### src/sv/assert_macros.svh
// ----------------------------------------------------------------------------
// assertion macros
// shared concurrent assertion wrappers, compiled out when ASSERT_OFF is set
// ----------------------------------------------------------------------------
`ifndef ASSERT_MACROS_SVH
`define ASSERT_MACROS_SVH

`ifndef ASSERT_OFF
// property must hold at every rising clock edge outside reset
`define ASSERT_CLK(lbl, clk, rst_n, prop) \
    lbl: assert property (@(posedge clk) disable iff (!rst_n) (prop)) \
        else $error("%m: assertion failed");
// condition must never be seen at a rising clock edge outside reset
`define ASSERT_NEVER(lbl, clk, rst_n, cond) \
    lbl: assert property (@(posedge clk) disable iff (!rst_n) !(cond)) \
        else $error("%m: forbidden condition seen");
`else
`define ASSERT_CLK(lbl, clk, rst_n, prop)
`define ASSERT_NEVER(lbl, clk, rst_n, cond)
`endif

`endif

### src/sv/ctpc_pkg.sv
// ----------------------------------------------------------------------------
// ctpc_pkg
// sizes, codes and types shared by the credential table blocks
// ----------------------------------------------------------------------------
package ctpc_pkg;

    localparam int MAX_USERS = 16;
    localparam int ID_BYTES  = 5;
    localparam int PIN_CHARS = 4;

    localparam int ID_W    = 8 * ID_BYTES;
    localparam int PIN_W   = 8 * PIN_CHARS;
    localparam int SLOT_W  = $clog2(MAX_USERS);
    localparam int CNT_W   = $clog2(MAX_USERS + 1);
    localparam int ACT_W   = 3;
    localparam int LIMIT_W = 8;

    localparam logic [ACT_W-1:0] ACT_VERIFY  = ACT_W'(0);
    localparam logic [ACT_W-1:0] ACT_ADD     = ACT_W'(1);
    localparam logic [ACT_W-1:0] ACT_REMOVE  = ACT_W'(2);
    localparam logic [ACT_W-1:0] ACT_EDIT    = ACT_W'(3);
    localparam logic [ACT_W-1:0] ACT_UNBLOCK = ACT_W'(4);

    localparam logic [LIMIT_W-1:0] DENY_LIMIT_RESET = LIMIT_W'(3);

    typedef enum logic [2:0] {
        ST_GRANTED   = 3'd0,
        ST_DENIED    = 3'd1,
        ST_BLOCKED   = 3'd2,
        ST_DONE      = 3'd3,
        ST_NOT_FOUND = 3'd4,
        ST_FULL      = 3'd5
    } status_t;

    typedef enum logic [2:0] {
        S_IDLE,
        S_RD,
        S_CMP,
        S_SH_RD,
        S_SH_WR,
        S_RESP
    } ctrl_state_t;

    typedef struct packed {
        logic             active;
        logic [PIN_W-1:0] pin;
        logic [ID_W-1:0]  id;
    } entry_t;

    typedef struct packed {
        logic              valid;
        status_t           status;
        logic [SLOT_W-1:0] slot;
        logic [CNT_W-1:0]  count;
    } result_t;

endpackage

### src/sv/ctpc_in_if.sv
// ----------------------------------------------------------------------------
// ctpc_in_if
// request channel: action, card id and pin with valid/ready
// ----------------------------------------------------------------------------
interface ctpc_in_if;
    import ctpc_pkg::*;

    logic             valid;
    logic             ready;
    logic [ACT_W-1:0] action;
    logic [ID_W-1:0]  card_id;
    logic [PIN_W-1:0] pin_code;

    modport source (output valid, output action, output card_id, output pin_code,
                    input ready);
    modport sink   (input valid, input action, input card_id, input pin_code,
                    output ready);
endinterface

### src/sv/ctpc_out_if.sv
// ----------------------------------------------------------------------------
// ctpc_out_if
// response channel: status, slot and user count with valid/ready
// ----------------------------------------------------------------------------
interface ctpc_out_if;
    import ctpc_pkg::*;

    logic              valid;
    logic              ready;
    logic [2:0]        status;
    logic [SLOT_W-1:0] slot_index;
    logic [CNT_W-1:0]  user_count;

    modport source (output valid, output status, output slot_index, output user_count,
                    input ready);
    modport sink   (input valid, input status, input slot_index, input user_count,
                    output ready);
endinterface

### src/sv/ctpc_ram.sv
// ----------------------------------------------------------------------------
// ctpc_ram
// generic single write port ram with one registered read port
// ----------------------------------------------------------------------------
module ctpc_ram #(
    parameter int WIDTH = 8,
    parameter int DEPTH = 16
) (
    input  logic                     clk,
    input  logic                     we,
    input  logic [$clog2(DEPTH)-1:0] waddr,
    input  logic [WIDTH-1:0]         wdata,
    input  logic                     re,
    input  logic [$clog2(DEPTH)-1:0] raddr,
    output logic [WIDTH-1:0]         rdata
);
    logic [WIDTH-1:0] mem [DEPTH];
    logic [WIDTH-1:0] rdata_reg;

    always_ff @(posedge clk)
    begin
        if (we)
        begin
            mem[waddr] <= wdata;
        end
        if (re)
        begin
            rdata_reg <= mem[raddr];
        end
    end

    assign rdata = rdata_reg;
endmodule

### src/sv/ctpc_ctrl.sv
// ----------------------------------------------------------------------------
// ctpc_ctrl
// table sequencer: lookup walk, read-modify-write and compaction on the ram
// ----------------------------------------------------------------------------
`include "assert_macros.svh"

module ctpc_ctrl (
    input  logic                          clk,
    input  logic                          rst_n,
    ctpc_in_if.sink                       in_ch,
    input  logic [ctpc_pkg::LIMIT_W-1:0]  deny_limit,
    output ctpc_pkg::result_t             res,
    input  logic                          res_take,
    output logic                          mem_we,
    output logic [ctpc_pkg::SLOT_W-1:0]   mem_waddr,
    output ctpc_pkg::entry_t              mem_wdata,
    output logic                          mem_re,
    output logic [ctpc_pkg::SLOT_W-1:0]   mem_raddr,
    input  ctpc_pkg::entry_t              mem_rdata
);
    import ctpc_pkg::*;

    ctrl_state_t       state_reg, state_next;
    logic [ACT_W-1:0]  act_reg, act_next;
    logic [ID_W-1:0]   id_reg, id_next;
    logic [PIN_W-1:0]  pin_reg, pin_next;
    logic [CNT_W-1:0]  idx_reg, idx_next;
    logic [CNT_W-1:0]  count_reg, count_next;
    logic [LIMIT_W-1:0] deny_reg, deny_next;
    status_t           status_reg, status_next;
    logic [SLOT_W-1:0] slot_reg, slot_next;

    logic [CNT_W-1:0]   idx_inc;
    logic [LIMIT_W-1:0] deny_inc;
    logic               deny_hit;
    logic               id_match;
    logic               pin_ok;

    assign idx_inc  = idx_reg + 1'b1;
    assign deny_inc = deny_reg + 1'b1;
    assign deny_hit = (deny_inc >= deny_limit);
    assign id_match = (mem_rdata.id == id_reg);
    assign pin_ok   = mem_rdata.active && (mem_rdata.pin == pin_reg);

    always_ff @(posedge clk or negedge rst_n)
    begin
        if (!rst_n)
        begin
            state_reg <= S_IDLE;
            count_reg <= '0;
            deny_reg  <= '0;
        end
        else
        begin
            state_reg <= state_next;
            count_reg <= count_next;
            deny_reg  <= deny_next;
        end
    end

    always_ff @(posedge clk)
    begin
        act_reg    <= act_next;
        id_reg     <= id_next;
        pin_reg    <= pin_next;
        idx_reg    <= idx_next;
        status_reg <= status_next;
        slot_reg   <= slot_next;
    end

    always_comb
    begin
        state_next  = state_reg;
        act_next    = act_reg;
        id_next     = id_reg;
        pin_next    = pin_reg;
        idx_next    = idx_reg;
        count_next  = count_reg;
        deny_next   = deny_reg;
        status_next = status_reg;
        slot_next   = slot_reg;
        mem_we      = 1'b0;
        mem_waddr   = idx_reg[SLOT_W-1:0];
        mem_wdata   = mem_rdata;
        mem_re      = 1'b0;
        mem_raddr   = idx_reg[SLOT_W-1:0];
        in_ch.ready = 1'b0;

        case (state_reg)
            S_IDLE:
            begin
                in_ch.ready = 1'b1;
                if (in_ch.valid)
                begin
                    act_next    = in_ch.action;
                    id_next     = in_ch.card_id;
                    pin_next    = in_ch.pin_code;
                    idx_next    = '0;
                    status_next = ST_NOT_FOUND;
                    slot_next   = '0;
                    case (in_ch.action)
                        ACT_VERIFY, ACT_REMOVE, ACT_EDIT, ACT_UNBLOCK:
                        begin
                            state_next = S_RD;
                        end
                        ACT_ADD:
                        begin
                            state_next = S_RESP;
                            if (count_reg >= CNT_W'(MAX_USERS))
                            begin
                                status_next = ST_FULL;
                            end
                            else
                            begin
                                // append at the first free slot
                                mem_we           = 1'b1;
                                mem_waddr        = count_reg[SLOT_W-1:0];
                                mem_wdata.active = 1'b1;
                                mem_wdata.pin    = in_ch.pin_code;
                                mem_wdata.id     = in_ch.card_id;
                                count_next       = count_reg + 1'b1;
                                status_next      = ST_DONE;
                                slot_next        = count_reg[SLOT_W-1:0];
                            end
                        end
                        default:
                        begin
                            state_next = S_RESP;
                        end
                    endcase
                end
            end

            S_RD:
            begin
                if (idx_reg >= count_reg)
                begin
                    // walked past the occupied slots: card unknown
                    state_next = S_RESP;
                    if (act_reg == ACT_VERIFY)
                    begin
                        status_next = ST_DENIED;
                        deny_next   = deny_hit ? '0 : deny_inc;
                    end
                end
                else
                begin
                    mem_re     = 1'b1;
                    state_next = S_CMP;
                end
            end

            S_CMP:
            begin
                if (!id_match)
                begin
                    idx_next   = idx_inc;
                    state_next = S_RD;
                end
                else
                begin
                    slot_next   = idx_reg[SLOT_W-1:0];
                    status_next = ST_DONE;
                    state_next  = S_RESP;
                    case (act_reg)
                        ACT_VERIFY:
                        begin
                            if (pin_ok)
                            begin
                                status_next = ST_GRANTED;
                            end
                            else if (deny_hit)
                            begin
                                deny_next        = '0;
                                mem_we           = 1'b1;
                                mem_wdata.active = 1'b0;
                                status_next      = ST_BLOCKED;
                            end
                            else
                            begin
                                deny_next   = deny_inc;
                                status_next = ST_DENIED;
                            end
                        end
                        ACT_REMOVE:
                        begin
                            if (idx_inc < count_reg)
                            begin
                                state_next = S_SH_RD;
                            end
                            else
                            begin
                                count_next = count_reg - 1'b1;
                            end
                        end
                        ACT_EDIT:
                        begin
                            mem_we        = 1'b1;
                            mem_wdata.pin = pin_reg;
                        end
                        ACT_UNBLOCK:
                        begin
                            mem_we           = 1'b1;
                            mem_wdata.active = 1'b1;
                        end
                        default:
                        begin
                            status_next = ST_NOT_FOUND;
                            slot_next   = '0;
                        end
                    endcase
                end
            end

            S_SH_RD:
            begin
                // fetch the next entry for the shift down
                mem_re     = 1'b1;
                mem_raddr  = idx_inc[SLOT_W-1:0];
                state_next = S_SH_WR;
            end

            S_SH_WR:
            begin
                mem_we   = 1'b1;
                idx_next = idx_inc;
                if ((idx_inc + 1'b1) < count_reg)
                begin
                    state_next = S_SH_RD;
                end
                else
                begin
                    count_next = count_reg - 1'b1;
                    state_next = S_RESP;
                end
            end

            S_RESP:
            begin
                if (res_take)
                begin
                    state_next = S_IDLE;
                end
            end

            default:
            begin
                state_next = S_IDLE;
            end
        endcase
    end

    assign res.valid  = (state_reg == S_RESP);
    assign res.status = status_reg;
    assign res.slot   = slot_reg;
    assign res.count  = count_reg;

    `ASSERT_NEVER(a_count_range, clk, rst_n, count_reg > CNT_W'(MAX_USERS))
    `ASSERT_CLK(a_cmp_write_in_table, clk, rst_n,
        (mem_we && state_reg == S_CMP) |-> (idx_reg < count_reg))
    `ASSERT_CLK(a_accept_leaves_idle, clk, rst_n,
        (in_ch.valid && in_ch.ready) |=> (state_reg != S_IDLE))
    `ASSERT_CLK(a_resp_holds_state, clk, rst_n,
        (state_reg == S_RESP && !res_take) |=> ($stable(count_reg) && $stable(deny_reg)))
endmodule

### src/sv/credential_table_pin_check.sv
// ----------------------------------------------------------------------------
// credential_table_pin_check
// compacted card/pin table with verify, add, remove, edit and unblock
// ----------------------------------------------------------------------------
// usage
//   in_ch  : request items (action, card_id, pin_code), valid/ready
//   out_ch : one response item per request (status, slot_index, user_count)
//   cfg_we / cfg_wdata : write of deny_limit, only while the block is idle
// operation
//   one request at a time; table entries live in a 16-deep ram with a
//   registered read, so a lookup walks the slots with a read state and a
//   compare state per slot, stopping at the match or at the user count:
//   verify / edit / unblock : lookup, any update at the match, response
//   remove                  : lookup, then a read and write per shifted entry
//   add and undefined actions : no lookup, straight to the response
//   worst case is a lookup that misses in a full table
// reset
//   table empty, denial counter zero, deny_limit back to 3; ram contents
//   are not cleared, only occupied slots are ever read
// stall
//   the response sits in an output register; the next request is taken while
//   it waits, and that request's response is held until the register frees
// ----------------------------------------------------------------------------
module credential_table_pin_check (
    input  logic                         clk,
    input  logic                         rst_n,
    ctpc_in_if.sink                      in_ch,
    ctpc_out_if.source                   out_ch,
    input  logic                         cfg_we,
    input  logic [ctpc_pkg::LIMIT_W-1:0] cfg_wdata
);
    import ctpc_pkg::*;

    // configuration register
    logic [LIMIT_W-1:0] deny_limit_reg;

    // output register
    logic              out_valid_reg, out_valid_next;
    status_t           out_status_reg, out_status_next;
    logic [SLOT_W-1:0] out_slot_reg, out_slot_next;
    logic [CNT_W-1:0]  out_count_reg, out_count_next;

    result_t res;
    logic    res_take;

    logic             mem_we;
    logic [SLOT_W-1:0] mem_waddr;
    entry_t           mem_wdata;
    logic             mem_re;
    logic [SLOT_W-1:0] mem_raddr;
    logic [$bits(entry_t)-1:0] mem_rdata_bits;
    entry_t           mem_rdata;

    always_ff @(posedge clk or negedge rst_n)
    begin
        if (!rst_n)
        begin
            deny_limit_reg <= DENY_LIMIT_RESET;
        end
        else if (cfg_we)
        begin
            deny_limit_reg <= cfg_wdata;
        end
    end

    // output slot is free when empty or being drained this cycle
    assign res_take = res.valid && (!out_valid_reg || out_ch.ready);

    always_comb
    begin
        out_valid_next  = out_valid_reg;
        out_status_next = out_status_reg;
        out_slot_next   = out_slot_reg;
        out_count_next  = out_count_reg;
        if (res_take)
        begin
            out_valid_next  = 1'b1;
            out_status_next = res.status;
            out_slot_next   = res.slot;
            out_count_next  = res.count;
        end
        else if (out_ch.ready)
        begin
            out_valid_next = 1'b0;
        end
    end

    always_ff @(posedge clk or negedge rst_n)
    begin
        if (!rst_n)
        begin
            out_valid_reg <= 1'b0;
        end
        else
        begin
            out_valid_reg <= out_valid_next;
        end
    end

    always_ff @(posedge clk)
    begin
        out_status_reg <= out_status_next;
        out_slot_reg   <= out_slot_next;
        out_count_reg  <= out_count_next;
    end

    assign out_ch.valid      = out_valid_reg;
    assign out_ch.status     = out_status_reg;
    assign out_ch.slot_index = out_slot_reg;
    assign out_ch.user_count = out_count_reg;

    // sequencer: lookup, update and compaction
    ctpc_ctrl u_ctrl (
        .clk        (clk),
        .rst_n      (rst_n),
        .in_ch      (in_ch),
        .deny_limit (deny_limit_reg),
        .res        (res),
        .res_take   (res_take),
        .mem_we     (mem_we),
        .mem_waddr  (mem_waddr),
        .mem_wdata  (mem_wdata),
        .mem_re     (mem_re),
        .mem_raddr  (mem_raddr),
        .mem_rdata  (mem_rdata)
    );

    // entry store: {active, pin, id} per slot
    ctpc_ram #(
        .WIDTH ($bits(entry_t)),
        .DEPTH (MAX_USERS)
    ) u_table (
        .clk   (clk),
        .we    (mem_we),
        .waddr (mem_waddr),
        .wdata (mem_wdata),
        .re    (mem_re),
        .raddr (mem_raddr),
        .rdata (mem_rdata_bits)
    );

    assign mem_rdata = entry_t'(mem_rdata_bits);
endmodule
### src/flat_wrapper.sv
// flat-port wrapper written by rule: the top's interface ports become plain ports
module credential_table_pin_check_flat import ctpc_pkg::*;
  (clk, rst_n, cfg_we, cfg_wdata, in_ch_valid, in_ch_action, in_ch_card_id, in_ch_pin_code, in_ch_ready, out_ch_valid, out_ch_status, out_ch_slot_index, out_ch_user_count, out_ch_ready);
  ctpc_in_if in_ch_i ();
  ctpc_out_if out_ch_i ();
  input  logic clk;
  input  logic rst_n;
  input  logic cfg_we;
  input  logic [ctpc_pkg::LIMIT_W-1:0] cfg_wdata;
  input wire logic [$bits(in_ch_i.valid)-1:0] in_ch_valid;
  input wire logic [$bits(in_ch_i.action)-1:0] in_ch_action;
  input wire logic [$bits(in_ch_i.card_id)-1:0] in_ch_card_id;
  input wire logic [$bits(in_ch_i.pin_code)-1:0] in_ch_pin_code;
  output wire logic [$bits(in_ch_i.ready)-1:0] in_ch_ready;
  output wire logic [$bits(out_ch_i.valid)-1:0] out_ch_valid;
  output wire logic [$bits(out_ch_i.status)-1:0] out_ch_status;
  output wire logic [$bits(out_ch_i.slot_index)-1:0] out_ch_slot_index;
  output wire logic [$bits(out_ch_i.user_count)-1:0] out_ch_user_count;
  input wire logic [$bits(out_ch_i.ready)-1:0] out_ch_ready;
  assign in_ch_i.valid = in_ch_valid;
  assign in_ch_i.action = in_ch_action;
  assign in_ch_i.card_id = in_ch_card_id;
  assign in_ch_i.pin_code = in_ch_pin_code;
  assign in_ch_ready = in_ch_i.ready;
  assign out_ch_valid = out_ch_i.valid;
  assign out_ch_status = out_ch_i.status;
  assign out_ch_slot_index = out_ch_i.slot_index;
  assign out_ch_user_count = out_ch_i.user_count;
  assign out_ch_i.ready = out_ch_ready;
  credential_table_pin_check u_core (.clk(clk), .rst_n(rst_n), .in_ch(in_ch_i), .out_ch(out_ch_i), .cfg_we(cfg_we), .cfg_wdata(cfg_wdata));
endmodule
### config.mk
export PLATFORM = sky130hd
export DESIGN_NAME = credential_table_pin_check_flat
export DESIGN_NICKNAME = d
export VERILOG_FILES = /design/src/sv/ctpc_pkg.sv /design/src/sv/ctpc_in_if.sv /design/src/sv/ctpc_out_if.sv /design/src/sv/ctpc_ram.sv /design/src/sv/ctpc_ctrl.sv /design/src/sv/credential_table_pin_check.sv /design/src/flat_wrapper.sv
export VERILOG_INCLUDE_DIRS = /design/src /design/src/sv
export SDC_FILE = /design/constraint.sdc
export NUM_CORES = 2
export LEC_CHECK = 0
export ABC_AREA = 1
export ABC_CLOCK_PERIOD_IN_PS = 6800
export BUFFER_PORTS_ARGS = -buffer_cell sky130_fd_sc_hd__buf_2
export CORE_ASPECT_RATIO = 2
export CORE_MARGIN = 1
export CORE_UTILIZATION = 45
export CTS_CLUSTER_DIAMETER = 200
export DETAILED_ROUTE_END_ITERATION = 10
export GPL_TIMING_DRIVEN = 0
export PLACE_DENSITY = 0.62
export SETUP_SLACK_MARGIN = 0.1
export SLEW_MARGIN = 10
export SYNTH_ARGS = -nofsm -noshare
export SYNTH_HDL_FRONTEND = slang
export SYNTH_SLANG_ARGS = --single-unit
### constraint.sdc
create_clock -name clk -period 6.8 [get_ports clk]
set_input_delay 0.34 -clock clk [delete_from_list [all_inputs] [get_ports clk]]
set_output_delay 0.34 -clock clk [all_outputs]
set_load 0.01 [all_outputs]
==> flow_summary.ini <==
[global_route]
grt_pass1_wl_mm = 276
grt.total_usage_pct = 30.9
grt_pass1_vias = 40400
grt-ovfl-total = 0
grt_max_degree = 40
antenna_found_initial = 5

[clocking]
clk_path_buf_depth = 3
cts_hold_buffers = 91
cts_root_buf = clkbuf_16
cts_setup_buffers = 0
cts_buffers = 113
cts.clk_slew.worst_paths_ns = 0.07
cts_tree = yes
clkSinkCount = 1365
cts_htree_levels = 3
insertion_delay_ns = 0.75
cts_resized = 0

[synth]
yosys.area.top_type_share_pct = 71.5
ys_types = 40
syn-num-nets = 4670
synthTopCellsByArea = edfxtp_1, o21ai_0, nor2_1, nand2_1, o221ai_1
ys_seq_area_share_pct = 72.6
yosys_warnings = 0
syn_inst = 4552
synth-seq-cells = 1365
syn_area_um2 = 56300
synth_top_cell_by_area = edfxtp_1
syn_avg_cell_area_um2 = 12.4

[critical_path]
arrival_ns = 5.41
start_kind = flop
required_ns = 7.23
crit_path_end_kind = flop
r2r_end = u_core.u_table.mem[12][71]
cp_max_fo = 15
rrSetupSlack_ns = 1.82
r2r-start = u_core.u_table.rdata[1]
worstSetupPathType = reg2reg
rr_worst_depth = 12

[sta]
layout_setup_ws_ns = 1.82
skew_ns = 0.0336
min_period_ns = 4.98
setup_viol = 0
max_freq_ghz = 0.201
rsz0062_at_grt = no
holdWs_ns = 0.137
finalHoldViolations = 0
slew_viol_final = 0
relSlewSlack_pct = 1.83
post-route-period-util_pct = 73.2
tightestPinTransition_ns = 1.47

[final_layout]
syn_to_final_growth_pct = 16.8
largest_register_ffs = 1168
drive_gt1_share_pct = 10.8
nets = 5073
fillers = 10500
postLayoutCoreUtil_pct = 53.0
final_cells = 6718

[floorplan]
start_util_pct = 45.4
fp.coreArea_um2 = 124000
die-area_um2 = 127000
dieWidth_um = 252
boundaryPins = 102
fp.dieH_um = 502
num_rows = 183

[place]
dp.cells = 6414
gp_congestion = 0.897
port_buffers = 101
hpwl_mm = 137
place_ws_ns = 1.96

[worst_hold_path]
hp-class = in2reg
min_from = cfg_we
hold_depth = 4
hold_path_end = u_core.deny_limit_reg[6]

[pwr]
power_density_nw_per_um2 = 499
ir_drop_mv = 0.305
p_leak_nw = 22.5
p_total_mw = 32.8

[detailed_routing]
via_count = 40600
ant_nets = 0
wl_per_cell_um = 29.3
drc = 0
viasPerCell = 6.05
drtIter0Drc = 4894
dr.pass1.iters = 5
postRouteWirelength_mm = 197

[status]
status = finished, final reports clean

[job]
drv_cap = 0
[placed cells by master, fill, tap and decap left out, drive strengths merged, types with 19 or more instances in the layout]
cell / instances
dfrtp: 23
xnor2: 19
clkbuf: 297
nor2: 743
clkinv: 49
dlygate4sd3: 91
buf: 328
nand3: 121
edfxtp: 1340
ha: 29
inv: 183
nand4: 26
o221ai: 151
o211ai: 143
o21ai: 723
nand2: 586
o22ai: 81
a21oi: 66
[per-stage QoR]
step	cell area, um^2	TNS, ns
3_5_place_dp	61300	0
6_report	65800	0
4_1_cts	65800	0
5_1_grt	65800	0
2_1_floorplan	56300	0
3_3_place_gp	58900	-6032.15
[power breakdown]
part / internal (mW) / total, mW / leakage (nW) / switching [mW]
registers: 11.8 / 12.2 / 12.4 / 0.406
clock network: 3.44 / 6.52 / 1.75 / 3.08
logic: 3.27 / 14.1 / 8.32 / 10.8
total: 18.5 / 32.8 / 22.5 / 14.3
[how the worst max path moves through the flow]
stage / cells after the start / slack [ns] / endpoint / from
2_1_floorplan: 17 / 0.58 / u_core.u_table.mem[12][0] / u_core.u_ctrl.deny_reg[2]
3_3_place_gp: 9 / -5.45 / u_core.u_table.mem[3][7] / u_core.u_table.rdata[1]
3_5_place_dp: 12 / 1.96 / u_core.u_table.mem[12][6] / u_core.u_table.rdata[1]
4_1_cts: 12 / 1.91 / u_core.u_table.mem[12][71] / u_core.u_table.rdata[1]
5_1_grt: 12 / 1.77 / u_core.u_table.mem[12][71] / u_core.u_table.rdata[1]
6_report: 12 / 1.82 / u_core.u_table.mem[12][71] / u_core.u_table.rdata[1]
[cell usage after synthesis]
master	n
o221ai_1	151
nor3_1	5
fa_1	1
nand3b_1	1
edfxtp_1	1340
or2_0	1
clkinv_1	1
o21bai_1	10
dfrtp_1	23
xor2_1	15
a21oi_1	66
xor2_2	1
buf_2	113
xnor2_1	19
inv_4	1
dfstp_2	2
ha_1	29
o21ai_2	4
mux2_2	2
o211ai_1	143
nand3_1	120
o21ai_0	657
o21a_1	1
nor2_1	740
inv_1	172
o21ai_1	62
nand4_1	26
inv_2	6
nand2_2	3
nand2_4	1
buf_4	11
or2_2	1
nor2_4	1
nand3_4	1
clkbuf_1	135
nand2_1	582
buf_1	7
o22ai_1	81
clkbuf_2	15
nor2_2	2
[layout make-up]
cell class,instances,area [um^2],area share (%)
Buffer,281,1260,1.91
Clock buffer,147,3020,4.59
Sequential cell,1365,40900,62.1
Tap cell,1665,2080,3.17
Timing Repair Buffer,288,3600,5.47
Clock inverter,63,567,0.861
Inverter,180,678,1.03
Antenna cell,3,7.51,0.0114
Multi-Input combinational cell,2726,13700,20.8
[routing by layer]
| metal | track usage [%] | wire (um) | vias to the layer above |
|---|---|---|---|
| met2 | 54.4 | 99400 | 2572 |
| met5 | 0 | 30 | - |
| met4 | 24.2 | 17600 | 4 |
| met1 | 33.1 | 63800 | 19800 |
| met3 | 4.36 | 15800 | 765 |
| li1 | - | - | 17500 |
[worst max-delay path: stages, from the launching register on]
cell      delay (ns)
edfxtp_1        0.44
or2_0           0.23
a21oi_1         0.49
nand2_1         0.22
nor2_1          0.12
nand3_1         0.52
nor2_2          0.35
nand2_1         0.44
buf_2           0.45
a21oi_4         0.75
buf_16          0.25
buf_16          0.18
buf_16          0.17
[cell families (layout without fill, tap and decap cells)]
kind of cell	count (synthesis)	count (layout)	share of synthesized area, %
XOR/XNOR	35	35	0.558
multiplexers	2	2	0.0400
AND/OR/NAND/NOR	1484	1484	10.4
adder cells (fa/ha/maj)	30	30	0.680
AO/OA/AOI/OAI	1175	1175	12.3
buffers and inverters	461	959	3.44
flip-flops	1365	1365	72.6
other	0	3	0
Note: power is estimated with default switching activity, not from simulation.
